<file path="src/sv/csp_pkg.sv">
// Shared types and constants for the countdown and stopwatch pool.
// Holds request codes, the transaction structs and the packet passed along the cell chain.
`timescale 1ns / 1ps
`default_nettype none

package csp_pkg;

  localparam int unsigned VALUE_W = 32;
  localparam int unsigned SLOT_W  = 8;

  typedef enum logic [2:0] {
    REQ_TICK    = 3'd0,
    REQ_T_START = 3'd1,
    REQ_T_STOP  = 3'd2,
    REQ_T_READ  = 3'd3,
    REQ_W_START = 3'd4,
    REQ_W_STOP  = 3'd5,
    REQ_W_READ  = 3'd6
  } csp_req_e;

  typedef enum logic {
    STATUS_OK      = 1'b0,
    STATUS_NO_SLOT = 1'b1
  } csp_status_e;

  typedef struct packed {
    logic [2:0]         req_type;
    logic [VALUE_W-1:0] amount_ms;
    logic [3:0]         slot_index;
  } csp_in_t;

  typedef struct packed {
    logic               status;
    logic [3:0]         slot_out;
    logic [VALUE_W-1:0] value_ms;
    logic               active_flag;
  } csp_out_t;

  typedef struct packed {
    logic [2:0]         req_type;
    logic [VALUE_W-1:0] amount_ms;
    logic [3:0]         slot_index;
    logic               claimed;
    logic [SLOT_W-1:0]  claim_slot;
    logic [VALUE_W-1:0] value_ms;
    logic               active;
  } csp_pkt_t;

endpackage

`default_nettype wire

</file>
<file path="src/sv/csp_cell.sv">
// One slot of the pool: a timer and a stopwatch entry plus the packet register.
// Applies the passing request to its own slot and hands the packet on; uses csp_pkg.
`timescale 1ns / 1ps
`default_nettype none

module csp_cell import csp_pkg::*; #(
  parameter int unsigned IDX       = 0,
  parameter bit          HAS_TIMER = 1'b1,
  parameter bit          HAS_WATCH = 1'b1
) (
  input  wire logic     clk_i,
  input  wire logic     rst_ni,
  input  wire logic     pkt_valid_i,
  input  wire csp_pkt_t pkt_i,
  output logic          pkt_valid_o,
  output csp_pkt_t      pkt_o
);

  logic [VALUE_W-1:0] tim_q, tim_d;
  logic               trun_q, trun_d;
  logic [VALUE_W-1:0] wat_q, wat_d;
  logic               wrun_q, wrun_d;
  logic               valid_q;
  csp_pkt_t           pkt_q, pkt_d;

  logic               hit;
  logic [VALUE_W:0]   wsum;

  assign hit  = ({{(SLOT_W-4){1'b0}}, pkt_i.slot_index} == SLOT_W'(IDX));
  assign wsum = {1'b0, wat_q} + {1'b0, pkt_i.amount_ms};

  always_comb begin
    tim_d  = tim_q;
    trun_d = trun_q;
    wat_d  = wat_q;
    wrun_d = wrun_q;
    pkt_d  = pkt_i;
    if (pkt_valid_i) begin
      case (pkt_i.req_type)
        REQ_TICK: begin
          if (HAS_TIMER && trun_q) begin
            if (tim_q <= pkt_i.amount_ms) begin
              tim_d  = '0;
              trun_d = 1'b0;
            end else begin
              tim_d = tim_q - pkt_i.amount_ms;
            end
          end
          if (HAS_WATCH && wrun_q) begin
            wat_d = wsum[VALUE_W] ? {VALUE_W{1'b1}} : wsum[VALUE_W-1:0];
          end
        end
        REQ_T_START: begin
          if (HAS_TIMER && !pkt_i.claimed && !trun_q) begin
            tim_d            = pkt_i.amount_ms;
            trun_d           = 1'b1;
            pkt_d.claimed    = 1'b1;
            pkt_d.claim_slot = SLOT_W'(IDX);
          end
        end
        REQ_T_STOP: begin
          if (HAS_TIMER && hit) begin
            tim_d  = '0;
            trun_d = 1'b0;
          end
        end
        REQ_T_READ: begin
          if (HAS_TIMER && hit) begin
            pkt_d.value_ms = tim_q;
            pkt_d.active   = trun_q;
          end
        end
        REQ_W_START: begin
          if (HAS_WATCH && !pkt_i.claimed && !wrun_q) begin
            wat_d            = '0;
            wrun_d           = 1'b1;
            pkt_d.claimed    = 1'b1;
            pkt_d.claim_slot = SLOT_W'(IDX);
          end
        end
        REQ_W_STOP: begin
          if (HAS_WATCH && hit) begin
            wat_d  = '0;
            wrun_d = 1'b0;
          end
        end
        REQ_W_READ: begin
          if (HAS_WATCH && hit) begin
            pkt_d.value_ms = wat_q;
            pkt_d.active   = wrun_q;
          end
        end
        default: begin
        end
      endcase
    end
  end

  always_ff @(posedge clk_i or negedge rst_ni) begin
    if (!rst_ni) begin
      tim_q   <= '0;
      trun_q  <= 1'b0;
      wat_q   <= '0;
      wrun_q  <= 1'b0;
      valid_q <= 1'b0;
    end else begin
      tim_q   <= tim_d;
      trun_q  <= trun_d;
      wat_q   <= wat_d;
      wrun_q  <= wrun_d;
      valid_q <= pkt_valid_i;
    end
  end

  always_ff @(posedge clk_i) begin
    pkt_q <= pkt_d;
  end

  assign pkt_valid_o = valid_q;
  assign pkt_o       = pkt_q;

endmodule

`default_nettype wire

</file>
<file path="config.mk">
export PLATFORM = sky130hd
export DESIGN_NAME = csp_cell
export DESIGN_NICKNAME = d
export VERILOG_FILES = /design/src/sv/csp_pkg.sv /design/src/sv/csp_cell.sv
export SDC_FILE = /design/constraint.sdc
export NUM_CORES = 1
export LEC_CHECK = 0
export ABC_AREA = 1
export BUFFER_PORTS_ARGS = -buffer_cell sky130_fd_sc_hd__buf_2
export CAP_MARGIN = 20
export CORE_MARGIN = 2
export CORE_UTILIZATION = 25
export CTS_BUF_LIST = sky130_fd_sc_hd__clkbuf_16
export DETAILED_ROUTE_END_ITERATION = 16
export SETUP_SLACK_MARGIN = 0.3
export SYNTH_ARGS = -nofsm -noshare
export SYNTH_HDL_FRONTEND = slang
export SYNTH_SLANG_ARGS = --single-unit
</file>
<file path="constraint.sdc">
create_clock -name clk_i -period 5 [get_ports clk_i]
set_input_delay 0.25 -clock clk_i [delete_from_list [all_inputs] [get_ports clk_i]]
set_output_delay 0.25 -clock clk_i [all_outputs]
set_load 0.05 [all_outputs]
</file>
# ---- After elaboration in Yosys (flattened, before gate mapping)
# Cells that the tools add are included.
dict set report totals {
  output_inout_bits 82
  ff_bits 148
}
dict set report classes {
  eq_ne 12
  n_reduce_logical 14
  add_sub_neg 2
  mux 23
  n_lt_le_gt_ge 1
}
# operator n
set op_table {}
lappend op_table {{2-to-1 mux 32 bit} 7}
lappend op_table {{case mux 32 bit (3 select lines)} 2}
lappend op_table {{2-to-1 mux 33 bit} 2}
lappend op_table {{case mux 33 bit (2 select lines)} 1}
lappend op_table {{2-to-1 mux 42 bit} 1}
lappend op_table {{adder 32 x 32 -> 33 bit} 1}
lappend op_table {{<= comparator 32 bit} 1}
lappend op_table {{subtractor 32 bit} 1}
lappend op_table {{2-to-1 mux 9 bit} 2}
lappend op_table {{case mux 9 bit (2 select lines)} 1}
lappend op_table {{!= test 2 bit, second input constant} 6}
lappend op_table {{AND reduction 5 bit} 2}
lappend op_table {{equality test 3 bit, second input constant} 3}
lappend op_table {{AND reduction 4 bit} 2}
lappend op_table {{equality test 3 x 2 -> 1 bit, second input constant} 2}
lappend op_table {{nonzero test 3 bit} 2}
lappend op_table {{2-to-1 mux 1 bit} 5}
lappend op_table {{zero test 4 bit} 1}
lappend op_table {{equality test 3 x 1 -> 1 bit, second input constant} 1}
lappend op_table {{zero test 1 bit} 3}
lappend op_table {{zero test 3 bit} 1}
lappend op_table {{case mux 1 bit (3 select lines)} 1}
lappend op_table {{logical AND 1 bit} 2}
lappend op_table {{case mux 1 bit (2 select lines)} 1}
lappend op_table {{nonzero test 2 bit} 1}

# ---- Logic depth before layout (Yosys ltp)
dict set report depth {
  depth_word 5
  mapped_depth 16
  mapped_depth_nobuf 16
}

# ---- Worst setup path before layout
# No wires, ideal clock.
dict set report synth_timing {
  path_kind {flip-flop to flip-flop}
  from {reg wat_q[0]}
  to {reg wat_q[10]}
  stages_incl_launch_ff 15
  path_slack_ns 2.810
  t_arrival_ns 2.061
  setup_ns 0.129
  path_cell_list {dfrtp_1 ha_1 fa_1 nand2_1 nand2_1 and2_1 nand2_1 nand2_1 nand2_1 nand2_2 nand2_1 nand3_2 buf_2 o21ai_0 o21ai_0}
}
dict set report synth_via {
  elab_chain_len 4
}
# item line_no
set synth_lines {}
lappend synth_lines {{start, declared} csp_cell.sv:21} ;# logic [VALUE_W-1:0] wat_q, wat_d;
lappend synth_lines {{start signal, assigned} csp_cell.sv:109} ;# wat_q <= wat_d;
lappend synth_lines {{adder 32 x 32 -> 33 bit} csp_cell.sv:30} ;# assign wsum = {1'b0, wat_q} + {1'b0, pkt_i.amount_ms};
lappend synth_lines {{2-to-1 mux 32 bit} csp_cell.sv:50} ;# wat_d = wsum[VALUE_W] ? {VALUE_W{1'b1}} : wsum[VALUE_W-1:0];
lappend synth_lines {{2-to-1 mux 32 bit} csp_cell.sv:49} ;# if (HAS_WATCH && wrun_q) begin
lappend synth_lines {{case mux 32 bit (3 select lines)} csp_cell.sv:39} ;# case (pkt_i.req_type)
# No other way between the ends. The select of a mux whose other input is x is not followed.
# A chain may end at the register's enable or synchronous reset.

# ---- Worst setup path after layout
dict set report layout_timing {
  from {in pkt_i[43] (netlist name)}
  to {reg tim_q[9]}
}
dict set report layout_via {
  elab_chain_len 3
}
# item line_no
set layout_lines {}
lappend layout_lines {{start, declared} csp_cell.sv:14} ;# input wire csp_pkt_t pkt_i,
lappend layout_lines {{zero test 4 bit} csp_cell.sv:29} ;# assign hit = ({{(SLOT_W-4){1'b0}}, pkt_i.slot_index} == SLOT_W'(IDX));
lappend layout_lines {{!= test 2 bit (no line)} --}
lappend layout_lines {{AND reduction 5 bit (no line)} --}
lappend layout_lines {{end signal, assigned} csp_cell.sv:107} ;# tim_q <= tim_d;
lappend layout_lines {{end, declared} csp_cell.sv:19} ;# logic [VALUE_W-1:0] tim_q, tim_d;
# No other way between the ends.

==> impl_metrics.env <==
export IMPL_status="finished, final reports clean"
export IMPL_cp_max_fo=33
export IMPL_syn_avg_cell_area_sq_um=6.33
export IMPL_cp_common_cell="nor2_1"
export IMPL_core_area_sq_um=41900
export IMPL_clk_latency_ns=0.45
export IMPL_fin_ws_ns=1.88
export IMPL_yosysWarningCount=0
export IMPL_worst_slew_pin_slew_ns=1.06
export IMPL_ir_drop_mv=0.288
export IMPL_gr_total_overflow=0
export IMPL_num_vias=10900
export IMPL_maxSlewHeadroom=0.293
export IMPL_cts_root_buf="clkbuf_16"
export IMPL_path_cells="dlygate4sd3_1 > buf_2 > nor2_1 > nand2_1 > inv_1 > o21ai_2 > nor2_4 > nand2_4 > inv_2 > nor2_1 > a21oi_1"
export IMPL_grt_usage=0.169
export IMPL_die_w_um=210
export IMPL_antenna_found_initial=0
export IMPL_final_common_cell="nand2_1"
export IMPL_post_dp_cell_area_sq_um=11900
export IMPL_crit_arrival_ns=3.51
export IMPL_firstDrtPassIters=5
export IMPL_first_global_vias=10100
export IMPL_use_met3=0.0308
export IMPL_syn_inst=1670
export IMPL_slew_violations=0
export IMPL_met2_usage=0.269
export IMPL_cts_made_buffers=17
export IMPL_syn_to_final_growth_pct=20.9
export IMPL_power_w=0.00634
export IMPL_dp_hpwl_mm=29.0
export IMPL_top_usage_layer="met2"
export IMPL_chipHeight_um=210
export IMPL_setup_viol=0
export IMPL_grt_pass1_wl_mm=57.3
export IMPL_dr_first_iter_drc_count=1044
export IMPL_critPathLaunchType="input pin"
export IMPL_syn_num_nets=1820
export IMPL_clock_sinks=148
export IMPL_fill_cells=4550
export IMPL_p_leak_nw=7.07
export IMPL_layout_nets=2000
export IMPL_cts_path_max_buffers=2
export IMPL_syn_area_sq_um=10600
export IMPL_dp_slack_ns=1.99
export IMPL_io_pin_count=166
export IMPL_fin_area_sq_um=12800
export IMPL_row_count=75
export IMPL_wl_per_cell_um=15.4
export IMPL_slowest_delay_ns=0.82
export IMPL_mostFrequentLayoutCells="nand2_1 (497), inv_1 (318), buf_2 (164)"
export IMPL_path_buf_inv=4
export IMPL_ant_nets=0
export IMPL_clkSlewWorstSetupHoldPaths_ns=0.07
export IMPL_crit_path_top_delay_cell="inv_1"
export IMPL_antenna_cells=0
export IMPL_setup_tns_ns=0
export IMPL_synthArstFlopShare=0.453
export IMPL_layout_min_cycle_time_ns=3.12
export IMPL_grtUsageMet1=0.232
export IMPL_yosys_register_bits=148
export IMPL_cpLargestDelayFamily="buffers and inverters"
export IMPL_hold_class="in2reg"
export IMPL_dieArea_sq_um=44000
export IMPL_ys_flop_type="dfxtp_1"
export IMPL_fmax_mhz=320
export IMPL_ys_seq_area_frac=0.312
export IMPL_period_share=0.625
export IMPL_rsz0062_at_grt="false"
export IMPL_fin_hold_ws_ns=0.0159
export IMPL_required_ns=5.38
export IMPL_ys_types=45
export IMPL_final_hold_violation_count=0
export IMPL_end_kind="flop"
export IMPL_io_buffers=165
export IMPL_drc_errors=0
export IMPL_power_density_nw_per_um2=496
export IMPL_clock_skew_ns=0.0123
export IMPL_ctsHtreeMaxLevel=4
export IMPL_gp_congestion=0.930
export IMPL_vias_per_cell=4.56
export IMPL_layout_drive_gt1_share=0.137
export IMPL_grt_max_degree=68
export IMPL_worstSetupPathType="in2reg"
export IMPL_start_util=0.253
export IMPL_drt_wl_total_mm=37.0
export IMPL_synth_edf_count=0
export IMPL_drv_cap=0
export IMPL_cts_tree="done"
-- power by group --
group | total (W) | internal (W) | switching (W)
Clock | 0.00127 | 0.000678 | 0.000592
Combinational | 0.00342 | 0.00113 | 0.00229
Sequential | 0.00165 | 0.00144 | 0.000209
-- path summary, 6_finish.rpt --
kind	startpoint	endpoint	slack, ns	cells past startpoint
max	pkt_i[43]	tim_q[9]	1.88	11
min	pkt_i[30]	pkt_o[30]	0.02	3
max reg2reg	wat_q[0]	wat_q[19]	2.21	13
min reg2reg	wat_q[2]	wat_q[2]	0.51	2
max in group asynchronous	rst_ni	wat_q[29]	3.82	2
min in group asynchronous	rst_ni	tim_q[6]	0.49	2
-- state kept, by name (all words and copies together), names as in the netlist --
| register | cells |
|---|---|
| pkt_o | 81 |
| pkt_valid_o | 1 |
| tim_q | 32 |
| trun_q | 1 |
| wat_q | 32 |
| wrun_q | 1 |
-- layer usage --
layer,wire length [um],up-vias,part of all wire
li1,-,5538,-
met1,17600,4956,0.48
met2,16300,409,0.44
met3,2390,34,0.065
met4,679,2,0.018
met5,13,-,0.00035
-- final cells by class --
| type | instances | area, sq um | share of cell area |
|---|---|---|---|
| flip-flops and latches | 148 | 3300 | 0.258 |
| clock buffers | 18 | 450 | 0.0352 |
| inverters | 332 | 1250 | 0.0974 |
| well taps | 539 | 674 | 0.0527 |
| repair buffers | 203 | 1210 | 0.0947 |
| multi-input cells | 1148 | 5800 | 0.453 |
| clock inverters | 13 | 114 | 0.00890 |
-- metrics by stage --
stage | instances | util
after detailed placement | 2338 | 0.284
final | 2401 | 0.306
after CTS | 2399 | 0.305
after global placement | 2338 | 0.284
after floorplan | 1670 | -
after global routing | 2401 | 0.306
-- cell usage after synthesis (all sizes together), types with 10 or more instances --
cell,count,share of area
dfrtp,67,0.16
clkbuf,15,0.0057
nor2,142,0.054
o21ai,88,0.042
nand2,514,0.19
inv,332,0.12
dfxtp,81,0.15
nand4,10,0.0059
nor3,15,0.0080
ha,64,0.076
o22ai,14,0.0083
nand3,121,0.058
a21oi,120,0.060
xor2,27,0.022
buf,27,0.017
-- cells by family (layout without fill, tap and decap cells) --
| kind of cell | after synthesis | after routing | share of synthesized area |
|---|---|---|---|
| AO/OA/AOI/OAI | 237 | 237 | 0.123 |
| XOR/XNOR | 29 | 29 | 0.0240 |
| adder cells (fa/ha/maj) | 66 | 66 | 0.0795 |
| buffers and inverters | 374 | 566 | 0.140 |
| flip-flops | 148 | 148 | 0.312 |
| AND/OR/NAND/NOR | 816 | 816 | 0.322 |
-- worst register-to-register path: stages, from the launching register on --
cell and delay [ns]:
dfrtp_1 0.41, ha_1 0.23, fa_1 0.40, nand2_1 0.10, nand2_1 0.06, and2_1 0.17
nand2_1 0.07, nand2_1 0.13, nand2_1 0.11, nand2_2 0.10, a21oi_4 0.51, nand3_1 0.24
nand2_1 0.10, nand2_1 0.05
-- repair_timing --
| action | CTS | global route |
|---|---|---|
| resized for setup | 0 | 0 |
| buffers inserted | 0 | 0 |
| hold buffers | 30 | 1 |
| hold endpoints to repair | 86 | 1 |
Power figures use the tool's default switching activity.
